[src/design/acss_pkg.sv]
// ----------------------------------------------------------------------------
// acss_pkg
// Shared types and constants for the ADC channel scan sequencer.
// ----------------------------------------------------------------------------
`timescale 1ns / 1ps

package acss_pkg;

  // Number of converter channels scanned round-robin (1 to 8).
  localparam int NUM_CHANNELS = 8;

  // Fixed field widths.
  localparam int CH_W     = 3;
  localparam int WORD_W   = 16;
  localparam int RDCH_W   = 4;
  localparam int DWELL_W  = 8;
  localparam int CFG_IDX_W = 3;
  localparam int CFG_DAT_W = 8;
  localparam int STORE_DEPTH = 8;

  // Operation codes.
  localparam logic OP_SCAN = 1'b0;
  localparam logic OP_READ = 1'b1;

  // Configuration register indexes.
  localparam logic [CFG_IDX_W-1:0] REG_CONFIG_UPDATE    = 3'd0;
  localparam logic [CFG_IDX_W-1:0] REG_INPUT_TYPE       = 3'd1;
  localparam logic [CFG_IDX_W-1:0] REG_FULL_BANDWIDTH   = 3'd2;
  localparam logic [CFG_IDX_W-1:0] REG_REFERENCE_SELECT = 3'd3;
  localparam logic [CFG_IDX_W-1:0] REG_SEQUENCER_MODE   = 3'd4;
  localparam logic [CFG_IDX_W-1:0] REG_READBACK_OFF     = 3'd5;
  localparam logic [CFG_IDX_W-1:0] REG_DWELL_LIMIT      = 3'd6;

  // One input item.
  typedef struct packed {
    logic              op;
    logic [WORD_W-1:0] rx_word;
    logic [RDCH_W-1:0] read_channel;
  } in_item_t;

  // One result item.
  typedef struct packed {
    logic [WORD_W-1:0] tx_word;
    logic              sample_stored;
    logic [CH_W-1:0]   stored_channel;
    logic [WORD_W-1:0] sample_value;
    logic [CH_W-1:0]   active_channel;
  } out_item_t;

  // Write request into the sample store.
  typedef struct packed {
    logic              en;
    logic [CH_W-1:0]   addr;
    logic [WORD_W-1:0] data;
  } store_wr_t;

endpackage

[src/design/acss_sample_store.sv]
// ----------------------------------------------------------------------------
// acss_sample_store
// Per-channel sample registers, cleared at reset, one write and one read port.
// ----------------------------------------------------------------------------
`timescale 1ns / 1ps

module acss_sample_store (
  input  logic                          clk,
  input  logic                          rst_n,
  input  acss_pkg::store_wr_t           wr,
  input  logic [acss_pkg::CH_W-1:0]     rd_addr,
  output logic [acss_pkg::WORD_W-1:0]   rd_data
);

  logic [acss_pkg::WORD_W-1:0] entry_r [acss_pkg::STORE_DEPTH];

  // Write port; reset clears every entry to zero.
  always_ff @(posedge clk) begin
    if (!rst_n) begin
      for (int i = 0; i < acss_pkg::STORE_DEPTH; i++) begin
        entry_r[i] <= '0;
      end
    end else if (wr.en) begin
      entry_r[wr.addr] <= wr.data;
    end
  end

  // Read port is a plain multiplexer over the eight entries.
  assign rd_data = entry_r[rd_addr];

endmodule

[src/design/adc_channel_scan_sequencer_unit.sv]
// ----------------------------------------------------------------------------
// adc_channel_scan_sequencer_unit
// Frame-level scan controller for a multichannel SPI converter.
// ----------------------------------------------------------------------------
// The block takes one item per clock cycle while the input is not stalled and
// returns one result for each: an input register holds the item, and the
// dwell counter, word packing and sample store update happen as it moves into
// the result register. The input side stalls only when both registers are
// full and the result side is stalling. Scan items advance the channel once
// the bumped dwell count exceeds dwell_limit and keep the received word for
// the old channel; read items return a kept sample, or zero for a channel at
// or above the channel count. Configuration is written through cfg_we; the
// user must do so only while the block holds no item; nothing enforces it.
`timescale 1ns / 1ps

module adc_channel_scan_sequencer_unit (
  input  logic                              clk,
  input  logic                              rst_n,
  // Configuration write port.
  input  logic                              cfg_we,
  input  logic [acss_pkg::CFG_IDX_W-1:0]    cfg_index,
  input  logic [acss_pkg::CFG_DAT_W-1:0]    cfg_wdata,
  // Input channel.
  input  logic                              in_valid,
  output logic                              in_stall,
  input  acss_pkg::in_item_t                in_data,
  // Result channel.
  output logic                              out_valid,
  input  logic                              out_stall,
  output acss_pkg::out_item_t               out_data
);

  // Configuration registers.
  logic                               config_update_r;
  logic [2:0]                         input_type_r;
  logic                               full_bandwidth_r;
  logic [2:0]                         reference_select_r;
  logic [1:0]                         sequencer_mode_r;
  logic                               readback_off_r;
  logic [acss_pkg::DWELL_W-1:0]       dwell_limit_r;

  // Scan state.
  logic [acss_pkg::CH_W-1:0]          channel_r, channel_nxt;
  logic [acss_pkg::DWELL_W-1:0]       dwell_r, dwell_nxt;

  // Pipeline registers.
  logic                               s1_valid_r, s1_valid_nxt;
  acss_pkg::in_item_t                 s1_item_r;
  logic                               out_valid_r, out_valid_nxt;
  acss_pkg::out_item_t                out_item_r, out_item_nxt;

  logic                               out_free;
  logic                               advance;
  logic                               in_xfer;

  logic [acss_pkg::DWELL_W:0]         bumped;
  logic [acss_pkg::CH_W:0]            ch_inc;
  logic [acss_pkg::CH_W-1:0]          next_ch;
  logic                               ch_change;
  logic [acss_pkg::WORD_W-1:0]        tx_word;
  acss_pkg::store_wr_t                store_wr;
  logic [acss_pkg::WORD_W-1:0]        store_rd;
  logic                               rd_in_range;

  // Configuration writes; indexes past the list are ignored.
  always_ff @(posedge clk) begin
    if (!rst_n) begin
      config_update_r    <= 1'b1;
      input_type_r       <= 3'd7;
      full_bandwidth_r   <= 1'b0;
      reference_select_r <= 3'd0;
      sequencer_mode_r   <= 2'd0;
      readback_off_r     <= 1'b1;
      dwell_limit_r      <= 8'd2;
    end else if (cfg_we) begin
      unique case (cfg_index)
        acss_pkg::REG_CONFIG_UPDATE:    config_update_r    <= cfg_wdata[0];
        acss_pkg::REG_INPUT_TYPE:       input_type_r       <= cfg_wdata[2:0];
        acss_pkg::REG_FULL_BANDWIDTH:   full_bandwidth_r   <= cfg_wdata[0];
        acss_pkg::REG_REFERENCE_SELECT: reference_select_r <= cfg_wdata[2:0];
        acss_pkg::REG_SEQUENCER_MODE:   sequencer_mode_r   <= cfg_wdata[1:0];
        acss_pkg::REG_READBACK_OFF:     readback_off_r     <= cfg_wdata[0];
        acss_pkg::REG_DWELL_LIMIT:      dwell_limit_r      <= cfg_wdata;
        default: ;
      endcase
    end
  end

  // Handshake: the input register moves on whenever the result register is
  // empty or being drained this cycle.
  assign out_free = !out_valid_r || !out_stall;
  assign advance  = s1_valid_r && out_free;
  assign in_stall = s1_valid_r && !out_free;
  assign in_xfer  = in_valid && !in_stall;

  // Dwell counter, compared at nine bits, and round-robin channel step.
  assign bumped    = {1'b0, dwell_r} + {{acss_pkg::DWELL_W{1'b0}}, 1'b1};
  assign ch_inc    = {1'b0, channel_r} + {{acss_pkg::CH_W{1'b0}}, 1'b1};
  assign next_ch   = (bumped > {1'b0, dwell_limit_r})
                     ? ((ch_inc >= (acss_pkg::CH_W+1)'(acss_pkg::NUM_CHANNELS))
                        ? '0 : ch_inc[acss_pkg::CH_W-1:0])
                     : channel_r;
  assign ch_change = (next_ch != channel_r);

  // Transmit word: packed configuration word shifted left by two.
  assign tx_word = {config_update_r, input_type_r, next_ch, full_bandwidth_r,
                    reference_select_r, sequencer_mode_r, readback_off_r, 2'b00};

  // Store write for the old channel when a scan changes channel.
  always_comb begin
    store_wr.en   = advance && (s1_item_r.op == acss_pkg::OP_SCAN) && ch_change;
    store_wr.addr = channel_r;
    store_wr.data = s1_item_r.rx_word;
  end

  assign rd_in_range = (s1_item_r.read_channel <
                        acss_pkg::RDCH_W'(acss_pkg::NUM_CHANNELS));

  acss_sample_store u_store (
    .clk     (clk),
    .rst_n   (rst_n),
    .wr      (store_wr),
    .rd_addr (s1_item_r.read_channel[acss_pkg::CH_W-1:0]),
    .rd_data (store_rd)
  );

  // Result and next state for the item in the input register.
  always_comb begin
    channel_nxt  = channel_r;
    dwell_nxt    = dwell_r;
    out_item_nxt = '0;
    if (s1_item_r.op == acss_pkg::OP_READ) begin
      out_item_nxt.sample_value   = rd_in_range ? store_rd : '0;
      out_item_nxt.active_channel = channel_r;
    end else begin
      channel_nxt                 = next_ch;
      dwell_nxt                   = ch_change || (bumped > {1'b0, dwell_limit_r})
                                    ? '0 : bumped[acss_pkg::DWELL_W-1:0];
      out_item_nxt.tx_word        = tx_word;
      out_item_nxt.sample_stored  = ch_change;
      out_item_nxt.stored_channel = ch_change ? channel_r : '0;
      out_item_nxt.sample_value   = ch_change ? s1_item_r.rx_word : '0;
      out_item_nxt.active_channel = next_ch;
    end
  end

  // Valid flags of both registers.
  always_comb begin
    s1_valid_nxt = s1_valid_r;
    if (in_xfer) begin
      s1_valid_nxt = 1'b1;
    end else if (advance) begin
      s1_valid_nxt = 1'b0;
    end
    out_valid_nxt = out_valid_r;
    if (advance) begin
      out_valid_nxt = 1'b1;
    end else if (!out_stall) begin
      out_valid_nxt = 1'b0;
    end
  end

  // Control registers.
  always_ff @(posedge clk) begin
    if (!rst_n) begin
      s1_valid_r  <= 1'b0;
      out_valid_r <= 1'b0;
      channel_r   <= '0;
      dwell_r     <= '0;
    end else begin
      s1_valid_r  <= s1_valid_nxt;
      out_valid_r <= out_valid_nxt;
      if (advance) begin
        channel_r <= channel_nxt;
        dwell_r   <= dwell_nxt;
      end
    end
  end

  // Payload registers.
  always_ff @(posedge clk) begin
    if (in_xfer) begin
      s1_item_r <= in_data;
    end
    if (advance) begin
      out_item_r <= out_item_nxt;
    end
  end

  assign out_valid = out_valid_r;
  assign out_data  = out_item_r;

endmodule

[config.mk]
export PLATFORM = sky130hd
export DESIGN_NAME = adc_channel_scan_sequencer_unit
export DESIGN_NICKNAME = d
export VERILOG_FILES = /design/src/design/acss_pkg.sv /design/src/design/acss_sample_store.sv /design/src/design/adc_channel_scan_sequencer_unit.sv
export SDC_FILE = /design/constraint.sdc
export NUM_CORES = 1
export LEC_CHECK = 0
export CELL_PAD_IN_SITES_DETAIL_PLACEMENT = 2
export CELL_PAD_IN_SITES_GLOBAL_PLACEMENT = 2
export CORE_MARGIN = 1
export CORE_UTILIZATION = 45
export CTS_CLUSTER_DIAMETER = 150
export DETAILED_ROUTE_END_ITERATION = 16
export DONT_BUFFER_PORTS = 1
export PLACE_DENSITY = 0.76
export SLEW_MARGIN = 25
export SYNTH_ARGS = -nofsm -noshare
export SYNTH_HDL_FRONTEND = slang
export SYNTH_HIERARCHICAL = 1
export SYNTH_SLANG_ARGS = --single-unit
[constraint.sdc]
create_clock -name clk -period 5 [get_ports clk]
set_clock_uncertainty 0.05 [all_clocks]
set_input_delay 0.5 -clock clk [delete_from_list [all_inputs] [get_ports clk]]
set_output_delay 0.5 -clock clk [all_outputs]
set_load 0.02 [all_outputs]
==> qor.csv, run 1 <==
metric;value;unit
status;complete, no violations;
globalplace.congestion;0.832;
p_leak;0.00372;uW
setup-violations-final;0;
layout_commonest_cell;edfxtp_1;
maxCapViolations;0;
drc;0;
fp-row-count;53;
layout_common_cells;edfxtp_1, nor3_1, nand2_1;
synth_cell_type_count;55;
hold_path_class;input port to register;
period_minus_slack;4.44;ns
cpMaxStageDelayCell;nand3_2;
crit_family;compound AO/OA/AOI/OAI gates;
cts_tree;yes;
setup_tns;0;ns
postRouteAntennaNets;0;
num_antenna_cells;0;
ys_seq_area_frac;0.646;
core;21000;um^2
syn-cell-area;9640;um^2
clock_latency;0.51;ns
cts_made_buffers;25;
die_y;148;um
grt_max_degree;68;
critPathMaxFanout;24;
path_class;register to register;
final_layout_size_suffix_gt1_frac;0.133;
layout.nets;735;
seqCellArea;6230;um^2
grt.total_usage;0.260;
postSynthCellCount;687;
post_cts_buffers;0;
fin_crit_sh;0.889;
hold_violations;0;
multiInputGateArea;3080;um^2
peakVddDrop;0.227;mV
die-area;22000;um^2
area_growth;11.6;%
synth_edf_count;186;
first_global_vias;6622;
yosysWarnings;6;
fillers;1925;
cts.path.max_buffers;3;
fmax;225;MHz
total_power;4120;uW
post_drt_via_cell_ratio;6.12;
start_kind;register;
rsz0062_at_grt;false;
avgSynthCellArea;14.0;um^2
cp_data_required_time;5.16;ns
h-tree-depth;1;
ioPinCount;78;
synth-main-ff-cell;edfxtp_1;
power_density;383;nW/um^2
dpl_cell_area;9940;um^2
first_iter_violations;409;
hpwl;17800;um
relSlewSlack;0.308;
grt.overflow.total;0;
async_flop_share;0;
arrival;4.60;ns
crit_chain;ha_1 > nand3_1 > o21ai_0 > nand2_1 > ha_1 > nand3_1 > o21ba_2 > o21ai_1 > a21oi_1 > nand3_2 > o21ai_1 > buf_4;
max_stage_delay;0.63;ns
antenna_found_initial;0;
num_vias;6002;
worst-path-buf-inv;1;
dr.pass1.iters;4;
routedWlPerCell;28.5;um
wl;27900;um
critPathCaptureType;register;
final_cell_area;10800;um^2
grt_pass1_wl;42000;um
worst_pin_slew;1.04;ns
cts_sinks;218;
die_w;148;um
port_buffers;0;
cts-root-buf;clkbuf_16;
initial_core_util;0.459;
synth-seq-cells;218;
drv_slew;0;
clk_pin_slew_worst_paths;0.06;ns
[power by group]
part / leakage, uW / switching [uW] / internal (uW)
logic: 0.00119 / 134 / 81.1
clock network: 0.000389 / 730 / 1070
registers: 0.00214 / 55.4 / 2040
[logic make-up (layout without fill, tap and decap cells)]
logic type,after synthesis,in the layout,share of synthesized area
AOI/OAI and AO/OA,67,67,0.0524
xor gates and xnor gates,6,6,0.00545
adders and majority gates,10,10,0.0130
buffers and inverters,81,99,0.0360
DFF,218,218,0.646
muxes,61,61,0.118
other,1,2,0.000389
and+or+nand+nor,243,243,0.129
[cell type report]
cell class	instances	area share
sequential	218	0.579
multi-input combinational	389	0.286
clock buffer	31	0.0603
tap	275	0.0320
timing repair buffer	27	0.0191
clock inverter	14	0.0141
inverter	27	0.00942
[registers in the layout, summed over array words and instances (netlist names)]
register and flops:
channel_r 3, config_update_r 1, dwell_limit_r 8, dwell_r 8, full_bandwidth_r 1, input_type_r 3, out_data 37, out_valid 1
readback_off_r 1, reference_select_r 3, s1_item_r 21, s1_valid_r 1, sequencer_mode_r 2, u_store/entry_r 128
[per-layer routing]
metal  GRT usage  wire length, um
met1       0.335            11600
met2       0.462            14600
met3      0.0322              979
met4      0.0727              741
met5           0                0
[worst paths after layout]
check / startpoint / endpoint / depth (start not counted) / slack (ns)
worst max-delay path: dwell_r[0] / u_store/entry_r[1][9] / 12 / 0.56
worst min-delay path: rst_n / input_type_r[1] / 1 / 0.02
worst max register to register: dwell_r[0] / u_store/entry_r[1][9] / 12 / 0.56
worst min register to register: dwell_limit_r[4] / dwell_limit_r[4] / 2 / 0.43
[through the flow]
stage / hold WS (ns) / std cells / worst slack, ns / utilization
after floorplan: 0.383 / 688 / 0.809 / -
after global placement: 0.394 / 935 / 1.07 / 0.473
after detailed placement: 0.410 / 935 / 0.674 / 0.473
after CTS: 0.000588 / 981 / 0.598 / 0.512
after global routing: 0.0127 / 981 / 0.371 / 0.512
final: 0.0180 / 981 / 0.555 / 0.512
[Yosys cell counts (4+ instances only)]
cell	count	area, um^2
dfxtp_1	32	641
nand2b_1	9	56.3
buf_1	9	33.8
o21ai_0	12	60.1
mux4_2	4	90.1
clkbuf_1	35	131
a22o_1	16	140
mux4_1	28	736
a21oi_1	8	40.0
and3_1	7	43.8
nor3_1	133	666
nand2_1	42	158
ha_1	10	125
nor2b_1	20	125
inv_1	11	41.3
nor2_1	5	18.8
nand3_1	10	50.1
mux2i_1	12	120
a21boi_1	13	97.6
buf_6	4	45.0
mux2_2	16	180
edfxtp_1	186	5590
clkinv_1	16	60.1
[worst reg2reg max path, stage by stage, from the launching register on]
cell and delay, ns:
dfxtp_1 0.38, ha_1 0.28, nand3_1 0.20, o21ai_0 0.27, nand2_1 0.09, ha_1 0.30
nand3_1 0.10, o21ba_2 0.26, o21ai_1 0.27, a21oi_1 0.59, nand3_2 0.63, o21ai_1 0.43
buf_4 0.27
[repair_timing]
item                                   CTS  global route
endpoints found under the hold margin    2             0
hold buffers                             1             0
resized for setup                        0             0
Power figures use the tool's default switching activity.
==> inputs of run 2 (changes only) <==
--- a/config.mk
+++ b/config.mk
@@ -5,14 +5,13 @@
 export SDC_FILE = /design/constraint.sdc
 export NUM_CORES = 1
 export LEC_CHECK = 0
-export CELL_PAD_IN_SITES_DETAIL_PLACEMENT = 2
-export CELL_PAD_IN_SITES_GLOBAL_PLACEMENT = 2
 export CORE_MARGIN = 1
-export CORE_UTILIZATION = 45
+export CORE_UTILIZATION = 66
+export CTS_BUF_LIST = sky130_fd_sc_hd__clkbuf_4
 export CTS_CLUSTER_DIAMETER = 150
 export DETAILED_ROUTE_END_ITERATION = 16
 export DONT_BUFFER_PORTS = 1
-export PLACE_DENSITY = 0.76
+export PLACE_DENSITY = 0.79
 export SLEW_MARGIN = 25
 export SYNTH_ARGS = -nofsm -noshare
 export SYNTH_HDL_FRONTEND = slang
==> qor.csv, run 2 (synthesis results as in run 1) <==
metric;value;unit;change
cts.repair.resized;0;;unchanged
critPathCaptureType;register;;
cts-root-buf;clkbuf_4;;
cts_made_buffers;55;;+120%
layout_commonest_cell;edfxtp_1;;
utilization;0.773;;+0.262
num_vias;6200;;+3.3%
fp-row-count;43;;-19%
max_stage_delay;0.76;ns;+0.13 ns
wl_met3;1770;um;+80%
hold_violations;0;;unchanged
postRouteAntennaNets;0;;unchanged
grt_pass1_wl;33500;um;-20%
fin_ws;0.668;ns;+0.113 ns
hpwl;13200;um;-26%
area_growth;12.6;%;
top_register;u_store/entry_r;;
grt_max_degree;47;;-31%
fillers;820;;-57%
setup_tns;0;ns;unchanged
grt.overflow.total;0;;unchanged
p_leak;0.00388;uW;+4.4%
die_y;123;um;-17%
layout_common_cells;edfxtp_1, nor3_1, clkbuf_4;;
drc;0;;unchanged
globalplace.congestion;0.902;;+8.5%
arrival;4.63;ns;+0.03 ns
post_drt_via_cell_ratio;6.37;;+4.0%
cts.path.max_buffers;3;;unchanged
final_layout_size_suffix_gt1_frac;0.180;;+0.0472
top_layer_used;met4;;
place_ws;0.787;ns;+0.113 ns
seqCellArea;6230;um^2;unchanged
crit_chain;ha_1 > nand3_1 > o21ai_0 > nand2_1 > ha_1 > nand3_1 > o21ba_2 > o21ai_1 > a21oi_1 > nand3b_1 > o21ai_1 > buf_4;;
layout.nets;798;;+8.6%
ioPinCount;78;;unchanged
wl;21500;um;-23%
cts_sinks;218;;unchanged
grt.total_usage;0.301;;+0.0411
critPathMaxFanout;10;;-58%
hold_path_class;input port to register;;
maxCapViolations;0;;unchanged
fin_crit_sh;0.866;;-0.0227
antenna_found_initial;1;;+1
port_buffers;0;;unchanged
clock_latency;0.68;ns;+0.17 ns
core;14000;um^2;-33%
cpMaxStageDelayCell;o21ai_1;;
initial_core_util;0.686;;+0.228
rsz0062_at_grt;false;;
peakVddDrop;0.292;mV;+29%
start_kind;register;;
wl_met1;8730;um;-25%
clk_pin_slew_worst_paths;0.06;ns;about the same
path_class;register to register;;
setup-violations-final;0;;unchanged
largest_register_ffs;128;;unchanged
cts_tree;yes;;
relSlewSlack;0.368;;+0.0601
first_iter_violations;530;;+30%
cp_data_required_time;5.30;ns;+0.14 ns
status;complete, no violations;;
period_minus_slack;4.33;ns;-0.113 ns
h-tree-depth;2;;+1
wl_met2;10400;um;-29%
first_global_vias;6185;;-6.6%
die_w;123;um;-17%
power_density;346;nW/um^2;-9.6%
worst_pin_slew;0.947;ns;-0.0896 ns
multiInputGateArea;3090;um^2;+0.41%
fmax;231;MHz;+2.6%
routedWlPerCell;22.0;um;-23%
drv_slew;0;;unchanged
die-area;15100;um^2;-31%
dr.pass1.iters;5;;+1
## run 2: cell types whose count changed in the layout (fill, tap and decap cells not counted), sizes merged
| cell | delta |
|---|---|
| diode | +1 |
| clkbuf | +48 |
| clkinvlp | -2 |
| clkinv | +9 |
| bufinv | -3 |
| inv | +2 |
| dlygate4sd3 | +33 |
## run 2: repair_timing
action,4_1_cts,5_1_grt
endpoints found under the setup margin,0,0
hold buffers,35,0
setup buffers,0,0
endpoints found under the hold margin,53,0
## run 2: routing by layer
layer / vias to the layer above / GRT usage
li1: 2796 / -
met1: 3038 / 0.404
met2: 322 / 0.484
met3: 44 / 0.0599
met4: 0 / 0.128
met5: - / 0
## run 2: final cells by class
cell class                      count  area share
Inverter                           27     0.00933
Sequential cell                   218       0.573
Multi-Input combinational cell    389       0.285
Clock buffer                       79      0.0546
Timing Repair Buffer               60      0.0498
Clock inverter                     20     0.00726
Antenna cell                        1    0.000230
Tap cell                          180      0.0207
## run 2: metrics by stage
| stage | hold slack [ns] | cell area (um^2) | power [uW] | std cells |
|---|---|---|---|---|
| global route | 0.0254 | 10900 | 3900 | 974 |
| finish | 0.0322 | 10900 | 3760 | 974 |
| global placement | 0.393 | 9810 | 2310 | 838 |
| CTS | 0.000931 | 10900 | 3780 | 973 |
| floorplan | 0.383 | 9640 | 2260 | 688 |
| detailed placement | 0.403 | 9830 | 2320 | 839 |
## run 2: where the power goes
group / internal, uW / total, uW / switching (uW)
clock: 728 / 1440 / 714
combinational: 98.6 / 228 / 130
sequential: 2040 / 2090 / 49.7
## run 2: worst max-delay path, delay by kind of cell (launching register included)
family | cells | cell delay [ns]
AO/OA/AOI/OAI | 5 | 2.11
adder cells (fa/ha/maj) | 2 | 0.58
buffers and inverters | 1 | 0.31
flip-flops | 1 | 0.39
AND/OR/NAND/NOR | 4 | 0.56
## run 2: worst paths after layout
path | cells after the start | end | start | slack (ns)
worst min-delay path | 2 | dwell_r[5] | rst_n | 0.03
worst max register to register | 12 | u_store/entry_r[6][15] | dwell_r[0] | 0.67
worst max-delay path | 12 | u_store/entry_r[6][15] | dwell_r[0] | 0.67
worst min register to register | 2 | dwell_limit_r[4] | dwell_limit_r[4] | 0.41
